`config.mk`:
```
export PLATFORM = sky130hd
export DESIGN_NAME = cartridge_bank_mapper_rtc_unit
export DESIGN_NICKNAME = d
export VERILOG_FILES = /design/src/rtl/cbmr_pkg.sv /design/src/rtl/cbmr_clock.sv /design/src/rtl/cartridge_bank_mapper_rtc_unit.sv
export SDC_FILE = /design/constraint.sdc
export NUM_CORES = 1
export LEC_CHECK = 0
export ABC_AREA = 1
export BUFFER_PORTS_ARGS = -buffer_cell sky130_fd_sc_hd__buf_2
export CORE_ASPECT_RATIO = 0.7
export CORE_MARGIN = 1.5
export CORE_UTILIZATION = 45
export CTS_CLUSTER_DIAMETER = 50
export CTS_CLUSTER_SIZE = 28
export DETAILED_ROUTE_END_ITERATION = 8
export PLACE_DENSITY = 0.7
export SYNTH_ARGS = -nofsm -noshare
export SYNTH_HDL_FRONTEND = slang
export SYNTH_SLANG_ARGS = --single-unit
```
`constraint.sdc`:
```
create_clock -name clock -period 3.4 [get_ports clock]
set_input_delay 0.68 -clock clock [delete_from_list [all_inputs] [get_ports clock]]
set_output_delay 0.68 -clock clock [all_outputs]
set_load 0.05 [all_outputs]
```
`src/rtl/cbmr_pkg.sv`:
```
// Shared types, codes and helper functions for the cartridge bank mapper.
// Used by cbmr_clock.sv and cartridge_bank_mapper_rtc_unit.sv; no dependencies.
package cbmr_pkg;

   // Width of the configuration port's byte address (three 32-bit registers).
   localparam int CSR_ADDR_W = 4;

   typedef struct packed {
      logic [1:0]  operation;
      logic [15:0] address;
      logic [7:0]  data;
   } req_type;

   typedef struct packed {
      logic [1:0]  target;
      logic [20:0] mapped_address;
      logic [7:0]  read_data;
   } rsp_type;

   // Request operation codes.
   localparam logic [1:0] OP_READ  = 2'd0;
   localparam logic [1:0] OP_WRITE = 2'd1;
   localparam logic [1:0] OP_TICK  = 2'd2;

   // Result target codes.
   localparam logic [1:0] TGT_BLOCK     = 2'd0;
   localparam logic [1:0] TGT_ROM_READ  = 2'd1;
   localparam logic [1:0] TGT_RAM_READ  = 2'd2;
   localparam logic [1:0] TGT_RAM_WRITE = 2'd3;

   // Configuration register indexes.
   localparam logic [1:0] REG_ROM_SIZE      = 2'd0;
   localparam logic [1:0] REG_RAM_SIZE      = 2'd1;
   localparam logic [1:0] REG_CLOCK_PRESENT = 2'd2;

   // Clock byte indexes.
   localparam logic [2:0] CB_SECONDS   = 3'd0;
   localparam logic [2:0] CB_MINUTES   = 3'd1;
   localparam logic [2:0] CB_HOURS     = 3'd2;
   localparam logic [2:0] CB_DAYS_LOW  = 3'd3;
   localparam logic [2:0] CB_DAYS_HIGH = 3'd4;
   localparam int         CLOCK_BYTES  = 5;

   localparam logic [3:0] ENABLE_CODE = 4'hA;
   localparam logic [3:0] SELECT_FOLD = 4'd12;
   localparam logic [7:0] OPEN_BUS    = 8'hFF;

   typedef struct packed {
      logic       tick;
      logic       write;
      logic [2:0] index;
      logic [7:0] data;
   } clock_cmd_type;

   typedef struct packed {
      logic [5:0] seconds;
      logic [5:0] minutes;
      logic [4:0] hours;
      logic [8:0] days;
      logic       carry;
   } clock_time_type;

   // ROM bank mask for a size code; code 7 behaves as code 6.
   function automatic logic [6:0] bank_mask(input logic [2:0] code);
      logic [6:0] mask;
      case (code)
         3'd0: mask = 7'h00;
         3'd1: mask = 7'h03;
         3'd2: mask = 7'h07;
         3'd3: mask = 7'h0F;
         3'd4: mask = 7'h1F;
         3'd5: mask = 7'h3F;
         default: mask = 7'h7F;
      endcase
      return mask;
   endfunction

   function automatic logic [7:0] live_byte(input clock_time_type t, input logic [2:0] idx);
      logic [7:0] b;
      case (idx)
         CB_SECONDS:  b = {2'b00, t.seconds};
         CB_MINUTES:  b = {2'b00, t.minutes};
         CB_HOURS:    b = {3'b000, t.hours};
         CB_DAYS_LOW: b = t.days[7:0];
         default:     b = {t.carry, 6'b000000, t.days[8]};
      endcase
      return b;
   endfunction

endpackage

```
`src/rtl/cbmr_clock.sv`:
```
// Real-time clock counters: seconds, minutes, hours, 9-bit days and day carry.
// Depends on cbmr_pkg for the command and time types.
module cbmr_clock (
   input  logic                     clock,
   input  logic                     reset,
   input  cbmr_pkg::clock_cmd_type  cmd,
   output cbmr_pkg::clock_time_type now
);
   import cbmr_pkg::*;

   clock_time_type time_ff;
   clock_time_type time_in;

   // Remainder by 60 of a byte through three compare-and-subtract steps.
   function automatic logic [5:0] mod60(input logic [7:0] v);
      logic [7:0] r;
      r = v;
      if (r >= 8'd240) r = r - 8'd240;
      if (r >= 8'd120) r = r - 8'd120;
      if (r >= 8'd60)  r = r - 8'd60;
      return r[5:0];
   endfunction

   function automatic logic [4:0] mod24(input logic [7:0] v);
      logic [7:0] r;
      r = v;
      if (r >= 8'd192) r = r - 8'd192;
      if (r >= 8'd96)  r = r - 8'd96;
      if (r >= 8'd48)  r = r - 8'd48;
      if (r >= 8'd24)  r = r - 8'd24;
      return r[4:0];
   endfunction

   always_comb begin
      time_in = time_ff;
      if (cmd.write) begin
         unique case (cmd.index)
            CB_SECONDS:  time_in.seconds = mod60(cmd.data);
            CB_MINUTES:  time_in.minutes = mod60(cmd.data);
            CB_HOURS:    time_in.hours   = mod24(cmd.data);
            CB_DAYS_LOW: time_in.days    = {time_ff.days[8], cmd.data};
            default: begin
               time_in.days  = {cmd.data[0], time_ff.days[7:0]};
               time_in.carry = cmd.data[7];
            end
         endcase
      end else if (cmd.tick) begin
         if (time_ff.seconds != 6'd59) begin
            time_in.seconds = time_ff.seconds + 6'd1;
         end else begin
            time_in.seconds = '0;
            if (time_ff.minutes != 6'd59) begin
               time_in.minutes = time_ff.minutes + 6'd1;
            end else begin
               time_in.minutes = '0;
               if (time_ff.hours != 5'd23) begin
                  time_in.hours = time_ff.hours + 5'd1;
               end else begin
                  time_in.hours = '0;
                  // The day count wraps from 511 to 0 and leaves the carry set.
                  time_in.days = time_ff.days + 9'd1;
                  if (time_ff.days == 9'h1FF) begin
                     time_in.carry = 1'b1;
                  end
               end
            end
         end
      end
   end

   always_ff @(posedge clock) begin
      if (reset) begin
         time_ff <= '0;
      end else begin
         time_ff <= time_in;
      end
   end

   assign now = time_ff;

endmodule

```
`src/rtl/cartridge_bank_mapper_rtc_unit.sv`:
```
// Cartridge bank mapper with real-time clock: top level with configuration registers.
// Depends on cbmr_pkg and cbmr_clock.
//
// Each request (bus read, bus write or one-second tick) yields exactly one result.
// The block takes one request per clock unless the result side stalls it: a request
// is captured in an input register, decoded and mapped in one pass of logic against
// the control and clock state, and the result is held in an output register. A full
// result register that is stalled holds the input register, which then stalls the
// request channel. The user writes configuration registers over the APB-style port
// only while no request is in flight; the block itself does not enforce this.
module cartridge_bank_mapper_rtc_unit (
   input  logic                            clock,
   input  logic                            reset,
   input  logic                            req_valid,
   output logic                            req_stall,
   input  cbmr_pkg::req_type               req_item,
   output logic                            rsp_valid,
   input  logic                            rsp_stall,
   output cbmr_pkg::rsp_type               rsp_item,
   input  logic                            psel,
   input  logic                            penable,
   input  logic                            pwrite,
   input  logic [cbmr_pkg::CSR_ADDR_W-1:0] paddr,
   input  logic [31:0]                     pwdata,
   output logic [31:0]                     prdata,
   output logic                            pready
);
   import cbmr_pkg::*;

   // Pipeline registers.
   logic    stage_valid_ff, stage_valid_in;
   req_type stage_ff;
   logic    rsp_valid_ff, rsp_valid_in;
   rsp_type rsp_ff, rsp_in;

   // Configuration registers.
   logic [2:0] rom_size_ff, rom_size_in;
   logic [2:0] ram_size_ff, ram_size_in;
   logic       clock_present_ff, clock_present_in;

   // Mapper control state.
   logic       ram_enabled_ff, ram_enabled_in;
   logic       rtc_enabled_ff, rtc_enabled_in;
   logic [6:0] rom_bank_ff, rom_bank_in;
   logic [3:0] ram_select_ff, ram_select_in;
   logic       latch_ff, latch_in;
   logic [7:0] latched_ff [CLOCK_BYTES];
   logic [7:0] latched_in [CLOCK_BYTES];

   clock_cmd_type  clock_cmd;
   clock_time_type clock_now;

   logic        out_free;
   logic        fire;
   logic        csr_write;
   logic        in_window;
   logic        to_ram;
   logic        ram_ok;
   logic [20:0] ram_addr;
   logic [2:0]  clock_index;
   logic [6:0]  bank_eff;
   logic [6:0]  bank_value;
   logic [3:0]  select_value;

   cbmr_clock u_clock (
      .clock (clock),
      .reset (reset),
      .cmd   (clock_cmd),
      .now   (clock_now)
   );

   assign out_free  = !rsp_valid_ff || !rsp_stall;
   assign fire      = stage_valid_ff && out_free;
   assign req_stall = stage_valid_ff && !out_free;
   assign rsp_valid = rsp_valid_ff;
   assign rsp_item  = rsp_ff;
   assign pready    = 1'b1;
   assign csr_write = psel && penable && pwrite && pready;

   assign in_window    = (stage_ff.address[15:13] == 3'b101);
   assign to_ram       = !ram_select_ff[3] || !clock_present_ff;
   assign ram_ok       = ram_enabled_ff && (ram_size_ff > 3'd1);
   assign ram_addr     = {6'b000000, ram_select_ff[1:0], stage_ff.address[12:0]};
   // In the clock window the select is 8..12, so its low bits give the byte index.
   assign clock_index  = ram_select_ff[2:0];
   assign bank_eff     = (rom_bank_ff == 7'd0) ? 7'd1 : rom_bank_ff;
   assign bank_value   = (stage_ff.data[6:0] == 7'd0) ? 7'd1
                         : (stage_ff.data[6:0] & bank_mask(rom_size_ff));
   assign select_value = (stage_ff.data[3:0] > SELECT_FOLD)
                         ? (stage_ff.data[3:0] - SELECT_FOLD) : stage_ff.data[3:0];

   // Handshake and configuration next state.
   always_comb begin
      stage_valid_in   = stage_valid_ff;
      rsp_valid_in     = rsp_valid_ff;
      rom_size_in      = rom_size_ff;
      ram_size_in      = ram_size_ff;
      clock_present_in = clock_present_ff;
      if (!req_stall) begin
         stage_valid_in = req_valid;
      end
      if (out_free) begin
         rsp_valid_in = fire;
      end
      if (csr_write) begin
         unique case (paddr[3:2])
            REG_ROM_SIZE:      rom_size_in      = pwdata[2:0];
            REG_RAM_SIZE:      ram_size_in      = pwdata[2:0];
            REG_CLOCK_PRESENT: clock_present_in = pwdata[0];
            default: ;
         endcase
      end
   end

   always_comb begin
      case (paddr[3:2])
         REG_ROM_SIZE:      prdata = {29'd0, rom_size_ff};
         REG_RAM_SIZE:      prdata = {29'd0, ram_size_ff};
         REG_CLOCK_PRESENT: prdata = {31'd0, clock_present_ff};
         default:           prdata = '0;
      endcase
   end

   // Request decode, address mapping and control state update.
   always_comb begin
      ram_enabled_in = ram_enabled_ff;
      rtc_enabled_in = rtc_enabled_ff;
      rom_bank_in    = rom_bank_ff;
      ram_select_in  = ram_select_ff;
      latch_in       = latch_ff;
      latched_in     = latched_ff;
      rsp_in         = '0;
      clock_cmd      = '0;
      clock_cmd.index = clock_index;
      clock_cmd.data  = stage_ff.data;
      if (fire) begin
         unique case (stage_ff.operation)
            OP_READ: begin
               if (stage_ff.address[15:14] == 2'b00) begin
                  rsp_in.target         = TGT_ROM_READ;
                  rsp_in.mapped_address = {7'd0, stage_ff.address[13:0]};
               end else if (stage_ff.address[15:14] == 2'b01) begin
                  // A bank register left at zero is promoted to one on use.
                  rom_bank_in           = bank_eff;
                  rsp_in.target         = TGT_ROM_READ;
                  rsp_in.mapped_address = {bank_eff, stage_ff.address[13:0]};
               end else if (in_window) begin
                  if (to_ram) begin
                     if (ram_ok) begin
                        rsp_in.target         = TGT_RAM_READ;
                        rsp_in.mapped_address = ram_addr;
                     end else begin
                        rsp_in.read_data = OPEN_BUS;
                     end
                  end else if (rtc_enabled_ff) begin
                     rsp_in.read_data = latch_ff ? latched_ff[clock_index]
                                                 : live_byte(clock_now, clock_index);
                  end else begin
                     rsp_in.read_data = OPEN_BUS;
                  end
               end
            end
            OP_WRITE: begin
               unique case (stage_ff.address[15:13])
                  3'b000: begin
                     if (stage_ff.data[3:0] == ENABLE_CODE) begin
                        ram_enabled_in = 1'b1;
                        if (clock_present_ff) begin
                           rtc_enabled_in = 1'b1;
                        end
                     end else begin
                        ram_enabled_in = 1'b0;
                        rtc_enabled_in = 1'b0;
                     end
                  end
                  3'b001: rom_bank_in   = bank_value;
                  3'b010: ram_select_in = select_value;
                  3'b011: begin
                     if (!latch_ff && stage_ff.data[0]) begin
                        latch_in = 1'b1;
                        for (int i = 0; i < CLOCK_BYTES; i++) begin
                           latched_in[i] = live_byte(clock_now, 3'(i));
                        end
                     end else if (latch_ff && !stage_ff.data[0]) begin
                        latch_in = 1'b0;
                     end
                  end
                  3'b101: begin
                     if (to_ram) begin
                        if (ram_ok) begin
                           rsp_in.target         = TGT_RAM_WRITE;
                           rsp_in.mapped_address = ram_addr;
                        end
                     end else if (rtc_enabled_ff) begin
                        clock_cmd.write = 1'b1;
                     end
                  end
                  default: ;
               endcase
            end
            OP_TICK: clock_cmd.tick = clock_present_ff;
            default: ;
         endcase
      end
   end

   always_ff @(posedge clock) begin
      if (reset) begin
         stage_valid_ff   <= 1'b0;
         rsp_valid_ff     <= 1'b0;
         rom_size_ff      <= '0;
         ram_size_ff      <= '0;
         clock_present_ff <= 1'b0;
         ram_enabled_ff   <= 1'b0;
         rtc_enabled_ff   <= 1'b0;
         rom_bank_ff      <= 7'd1;
         ram_select_ff    <= '0;
         latch_ff         <= 1'b0;
         for (int i = 0; i < CLOCK_BYTES; i++) begin
            latched_ff[i] <= '0;
         end
      end else begin
         stage_valid_ff   <= stage_valid_in;
         rsp_valid_ff     <= rsp_valid_in;
         rom_size_ff      <= rom_size_in;
         ram_size_ff      <= ram_size_in;
         clock_present_ff <= clock_present_in;
         ram_enabled_ff   <= ram_enabled_in;
         rtc_enabled_ff   <= rtc_enabled_in;
         rom_bank_ff      <= rom_bank_in;
         ram_select_ff    <= ram_select_in;
         latch_ff         <= latch_in;
         latched_ff       <= latched_in;
      end
   end

   // Payload registers load only when their side of the pipeline moves.
   always_ff @(posedge clock) begin
      if (!req_stall && req_valid) begin
         stage_ff <= req_item;
      end
      if (fire) begin
         rsp_ff <= rsp_in;
      end
   end

endmodule

```
== Yosys cells after proc, flatten, opt, wreduce, memory -nomap -nowiden ==
Cells that the tools add are included.
Widths: inputs -> output; s select.

* Flip-flop bits (word level): 134
* Output and inout port bits: 66
* Logic and storage cells: 215

* Add/sub/neg operators: 14
* $lt $le $gt $ge: 12
* Equality and inequality tests: 36
* Mux-type cells: 74
* Bitwise logic cells: 4
* Reduce and logical (&&, ||, !) cells: 48

{| class="wikitable"
|+ Operators by type and width
! operator !! number
|-
| $mux 8 || 26
|-
| $mux 23 || 7
|-
| $mux 27 || 2
|-
| $pmux 23 s2 || 1
|-
| $pmux 7 s6 || 1
|-
| $mux 6 || 6
|-
| $mux 7 || 5
|-
| $pmux 8 s4 || 1
|-
| $mux 31 || 1
|-
| $bmux 8 s3 || 1
|-
| $ge 8x6->1 const B || 3
|-
| $ge 8x7->1 const B || 3
|-
| $sub 8x7->8 const B || 3
|-
| $mux 21 || 1
|-
| $eq 3x2->1 const B || 6
|-
| $ne 2x2->1 const B || 9
|-
| $pmux 9 s2 || 1
|-
| $reduce_and 6->1 || 3
|-
| $ge 8x8->1 const B || 2
|-
| $reduce_and 4->1 || 4
|-
| $sub 8x8->8 const B || 2
|-
| $mux 15 || 1
|-
| $mux 5 || 3
|-
| $logic_not 7->1 || 2
|-
| other kinds (40) || 94
|}

== Depth between registers and ports, before layout ==
* Depth after elaboration: 19
* Gate-level depth with buffers: 27
* Depth with buffers taken out: 26

== Hierarchy ==
Synthesis repeated with hierarchy kept, for this count alone.

* Cell total of the unflattened synthesis: 946
* Area, all modules: 7208.2 µm²

{| class="wikitable"
|+ Modules (own cells, without submodules)
! module !! instances !! cells an instance !! area each (µm²) !! seq. area each (µm²)
|-
| cartridge_bank_mapper_rtc_unit || 1 || 575 || 4899.7 || 2712.6
|-
| cbmr_clock || 1 || 371 || 2308.5 || 540.5
|}

== Worst setup path after synthesis ==
OpenSTA, ideal clock, no wires.

* Path kind: register to register
* From: reg stage_ff (netlist bit clock_cmd[3])
* To: reg u_clock.time_ff (netlist bit u_clock.now[14])
* Setup time: 0.122 ns
* Data arrival time: 2.759 ns
* Setup slack: 0.520 ns
* Cell stages (with the launch flop): 24
* Path buffers: 0
* Cell sequence: edfxtp_1 -> inv_2 -> nand2_1 -> nor2_2 -> nand2_4 -> nand3_2 -> nand2_2 -> ha_1 -> nand3_1 -> nand3_1 -> o21ai_0 -> and2_1 -> ha_1 -> inv_1 -> nand2_1 -> nor2_1 -> nand3_1 -> nand2_1 -> nor3_4 -> nand2_2 -> nand2_1 -> nand2_1 -> nand2_1 -> a21oi_2

* Cells in the longest elaborated chain, start to end: 16

{| class="wikitable"
|+ RTL lines
! element !! RTL line !! RTL
|-
| start, declared || cartridge_bank_mapper_rtc_unit.sv:32 || <nowiki>req_type stage_ff;</nowiki>
|-
| start signal, assigned || cartridge_bank_mapper_rtc_unit.sv:240 || <nowiki>stage_ff <= req_item;</nowiki>
|-
| $sub 8x8->8 / $ge 8x8->1 (equally long branches) || cbmr_clock.sv:27 || <nowiki>if (r >= 8'd192) r = r - 8'd192;</nowiki>
|-
| $mux 8 (*) || cbmr_clock.sv:27 ||
|-
| $mux 8 (*) || cbmr_clock.sv:37 || <nowiki>unique case (cmd.index)</nowiki>
|-
| $mux 8 (*) || cbmr_clock.sv:36 || <nowiki>if (cmd.write) begin</nowiki>
|-
| $sub 8x7->8 / $ge 8x7->1 (equally long branches) || cbmr_clock.sv:28 || <nowiki>if (r >= 8'd96) r = r - 8'd96;</nowiki>
|-
| $mux 8 (*) || cbmr_clock.sv:28 ||
|-
| $mux 8 (*) || cbmr_clock.sv:37 ||
|-
| $mux 8 (*) || cbmr_clock.sv:36 ||
|-
| $sub 8x6->8 / $ge 8x6->1 (equally long branches) || cbmr_clock.sv:29 || <nowiki>if (r >= 8'd48) r = r - 8'd48;</nowiki>
|-
| $mux 8 (*) || cbmr_clock.sv:29 ||
|-
| $mux 8 (*) || cbmr_clock.sv:37 ||
|-
| $mux 8 (*) || cbmr_clock.sv:36 ||
|-
| $ge 8x5->1 / $sub 5x5->5 (equally long branches) || cbmr_clock.sv:30 || <nowiki>if (r >= 8'd24) r = r - 8'd24;</nowiki>
|-
| $mux 5 (*) || cbmr_clock.sv:30 ||
|-
| $mux 5 (*) || cbmr_clock.sv:37 ||
|-
| $mux 27 (*) || cbmr_clock.sv:36 ||
|-
| end signal, assigned || cbmr_clock.sv:75 || <nowiki>time_ff <= time_in;</nowiki>
|-
| end, declared || cbmr_clock.sv:11 || <nowiki>clock_time_type time_ff;</nowiki>
|}

Every way passes the cells marked *; elsewhere a longest branch is shown, timed or not. The select of a mux whose other input is x is not followed.
A chain may end at the register's enable or synchronous reset.

== Worst setup path after layout ==
* From: reg stage_ff (netlist bit clock_cmd[0])
* To: reg u_clock.time_ff (netlist bit u_clock.now[14])

Same word-level chain as after synthesis.

==> impl_metrics.json <==
{
  "dp_cells": 1138,
  "max_clock_freq_mhz": 320.7,
  "syn_area_sq_um": 7097,
  "slew_headroom_pct": 55.16,
  "ys_top_cells_by_area": "edfxtp_1 24%, dfxtp_1 22%, inv_1 6.9%",
  "yosysTopAreaCellShare_pct": 24.12,
  "fillers": 1426,
  "htreeDepth": 4,
  "cts_tree": "done",
  "n_antenna_cell": 0,
  "min-delay-path-class": "in2reg",
  "fp.coreArea_sq_um": 15450,
  "worst-path-max-fanout": 5,
  "start_util_pct": 45.93,
  "vias_per_cell": 5.222,
  "overflow": 0,
  "period_needed_ps": 3118,
  "ioPinCount": 135,
  "numClockSinks": 134,
  "crit_required_ps": 3750,
  "cts_buffer_depth": 2,
  "hpwl_mm": 13.03,
  "critPathMostFrequentCell": "nand2_1",
  "finalSetupViolCount": 0,
  "instances_no_fill": 1174,
  "cap_viol_max_count": 0,
  "tns_ps": 0,
  "ys_seq_elements": 134,
  "dp_slack_ps": 214.0,
  "ys_async_sr_fraction_pct": 0,
  "worst_path_max_delay_cell": "edfxtp_1",
  "crit_type": "reg2reg",
  "drt_iter0_drc": 603,
  "final_nets": 1047,
  "timing.rr.end": "u_clock.now[14]",
  "die_x_um": 153.1,
  "hold_violations": 0,
  "synth_flop_cell": "dfxtp_1",
  "r2r_cells": 24,
  "wl_mm": 17.98,
  "first_pass_iters": 7,
  "start_kind": "register",
  "yosys.cell_types.count": 53,
  "worst_slack_ps": 281.6,
  "grt_use_total_pct": 21.83,
  "rr_startpoint": "clock_cmd[0]",
  "hp-start": "req_item[12]",
  "p_total_mw": 3.959,
  "gp_congestion": 0.8796,
  "power.density_nw_per_um2": 479.3,
  "grt_pass1_wl_mm": 28.21,
  "root_buffer": "clkbuf_16",
  "crit_chain": "inv_1 -> nand2_1 -> nor2_4 -> nand2_4 -> nand3_2 -> nand2_2 -> ha_1 -> nand3_1 -> inv_1 -> nor2_4 -> nand2_1 -> and2_1 -> ha_1 -> inv_1 -> nand2_1 -> nor2_1 -> nand3_1 -> nand2_1 -> nor3_4 -> nand2_2 -> nand2_1 -> nand2_1 -> nand2_1 -> a21oi_2",
  "slew_violations": 0,
  "yosysTopAreaCell": "edfxtp_1",
  "synth_common_cells": "131 x inv_1, 109 x nand2_1, 84 x o21ai_0, 77 x a21oi_1, 77 x dfxtp_1",
  "design.die.area_sq_um": 16550,
  "syn_area_per_cell_sq_um": 8.185,
  "arrival_ps": 3470,
  "hold_ws_ps": 428.5,
  "reg2reg_slack_ps": 280,
  "ys_seq_area_share_pct": 45.84,
  "min_to": "ram_addr[4]",
  "clkTransAtPathRegs_ps": 70,
  "ir_drop_uv": 303.4,
  "ant_nets": 0,
  "min_period_over_period_pct": 91.72,
  "grt_pass1_vias": 5456,
  "synthToLayoutAreaGrowth_pct": 16.38,
  "synth.most_common_cell": "inv_1",
  "synth_edf_count": 57,
  "antenna_found_initial": 0,
  "wl_per_cell_um": 15.31,
  "die_h_um": 108.1,
  "numCtsBuffers": 17,
  "yosysWarnings": 0,
  "drc_errors": 3,
  "cp-end-kind": "register",
  "final.setup_skew_ps": 8.850,
  "slowest_delay_ps": 410,
  "outcome": "finished with violations",
  "grt_max_degree": 65,
  "clock_latency_ps": 420,
  "num_rows": 38,
  "hold_buffers": 0,
  "synth_cells": 867,
  "grt_setup_unrepaired": "no",
  "violations": "DRC",
  "drive_above_1_share_pct": 19.10,
  "hold_depth": 1,
  "port_buffers": 73,
  "leakagePower_nw": 3.453,
  "vias": 6131,
  "tightestPinTransition_ps": 663.9
}
[registers in the layout, summed over array words and instances (netlist names)]
register / flops
rsp_item: 31
latched_ff: 27
u_clock.now: 27
ram_addr: 13
clock_cmd: 8
rom_bank_ff: 7
stage_ff: 5
ram_select_ff: 4
ram_size_ff: 3
rom_size_ff: 3
clock_present_ff: 1
latch_ff: 1
ram_enabled_ff: 1
rsp_valid: 1
rtc_enabled_ff: 1
stage_valid_ff: 1
[layout by cell type, fill, tap and decap left out, types with 10 or more instances in the layout]
cell,instances
ha_1,17
inv_2,10
inv_1,131
nor3_1,13
dfxtp_1,77
xor2_1,11
a31oi_1,12
o22ai_1,14
nand2_1,109
nor2_1,73
nand2_2,13
clkbuf_16,17
edfxtp_1,57
conb_1,30
nand3_1,32
o21ai_0,83
buf_2,73
buf_4,24
a21oi_1,77
[critical path, delay by kind of cell (launching register included)]
family | cells | cell delay, ps
compound gates | 1 | 120
fa+ha+maj | 2 | 430
buf+inv | 3 | 280
flops | 1 | 410
simple gates | 18 | 1800
[report_power, final]
group	internal [mW]	switching, mW	total [mW]	leakage (nW)
Combinational	0.116	0.341	0.457	2.02
Sequential	1.72	0.0183	1.74	1.16
Clock	0.962	0.799	1.76	0.269
Total	2.80	1.16	3.96	3.45
[through the flow]
step | util, % | instance area, sq um
6_report | 53.45 | 8259
5_1_grt | 53.45 | 8259
4_1_cts | 53.17 | 8217
3_5_place_dp | 49.55 | 7657
3_3_place_gp | 49.55 | 7657
2_1_floorplan | - | 7202
[worst max path at each step]
stage,start,endpoint,slack (ps),cells past startpoint
2_1_floorplan,clock_cmd[3],u_clock.now[14],520,23
3_3_place_gp,clock_cmd[7],u_clock.now[18],270,22
3_5_place_dp,clock_cmd[7],u_clock.now[24],210,21
4_1_cts,clock_cmd[7],u_clock.now[24],180,21
5_1_grt,clock_cmd[0],u_clock.now[13],10,22
6_report,clock_cmd[0],u_clock.now[14],280,24
[final cells by class]
type / instances / area (sq um) / share of cell area [%]
Multi-Input combinational cell: 565 / 3100 / 37.54
Clock buffer: 17 / 425.4 / 5.151
Sequential cell: 134 / 3253 / 39.39
Clock inverter: 15 / 133.9 / 1.621
Inverter: 146 / 550.5 / 6.666
Timing Repair Buffer: 97 / 545.5 / 6.605
Tap cell: 200 / 250.2 / 3.030
[cells by family (layout without fill, tap and decap cells)]
logic type | count (synthesis) | after routing | share of synthesized area, %
AOI/OAI and AO/OA | 230 | 230 | 18.69
buffers and inverters | 196 | 275 | 12.13
and+or+nand+nor | 273 | 273 | 18.28
DFF | 134 | 134 | 45.84
other | 2 | 30 | 0.1058
xor gates and xnor gates | 15 | 15 | 1.957
adders and majority gates | 17 | 17 | 2.997
[timing repair]
action	4_1_cts	5_1_grt
gates resized for setup	0	3
endpoints found under the hold margin	0	0
endpoints found under the setup margin	0	10
buffers inserted	0	4
[routing by layer]
layer	vias to the layer above	global-route usage [%]	share of wire (%)
met5	-	0	0
met1	2810	32.92	50
met4	0	6.092	0.82
li1	3049	-	-
met2	257	30.58	41
met3	15	5.371	8.6
(Power assumes the default switching activity.)
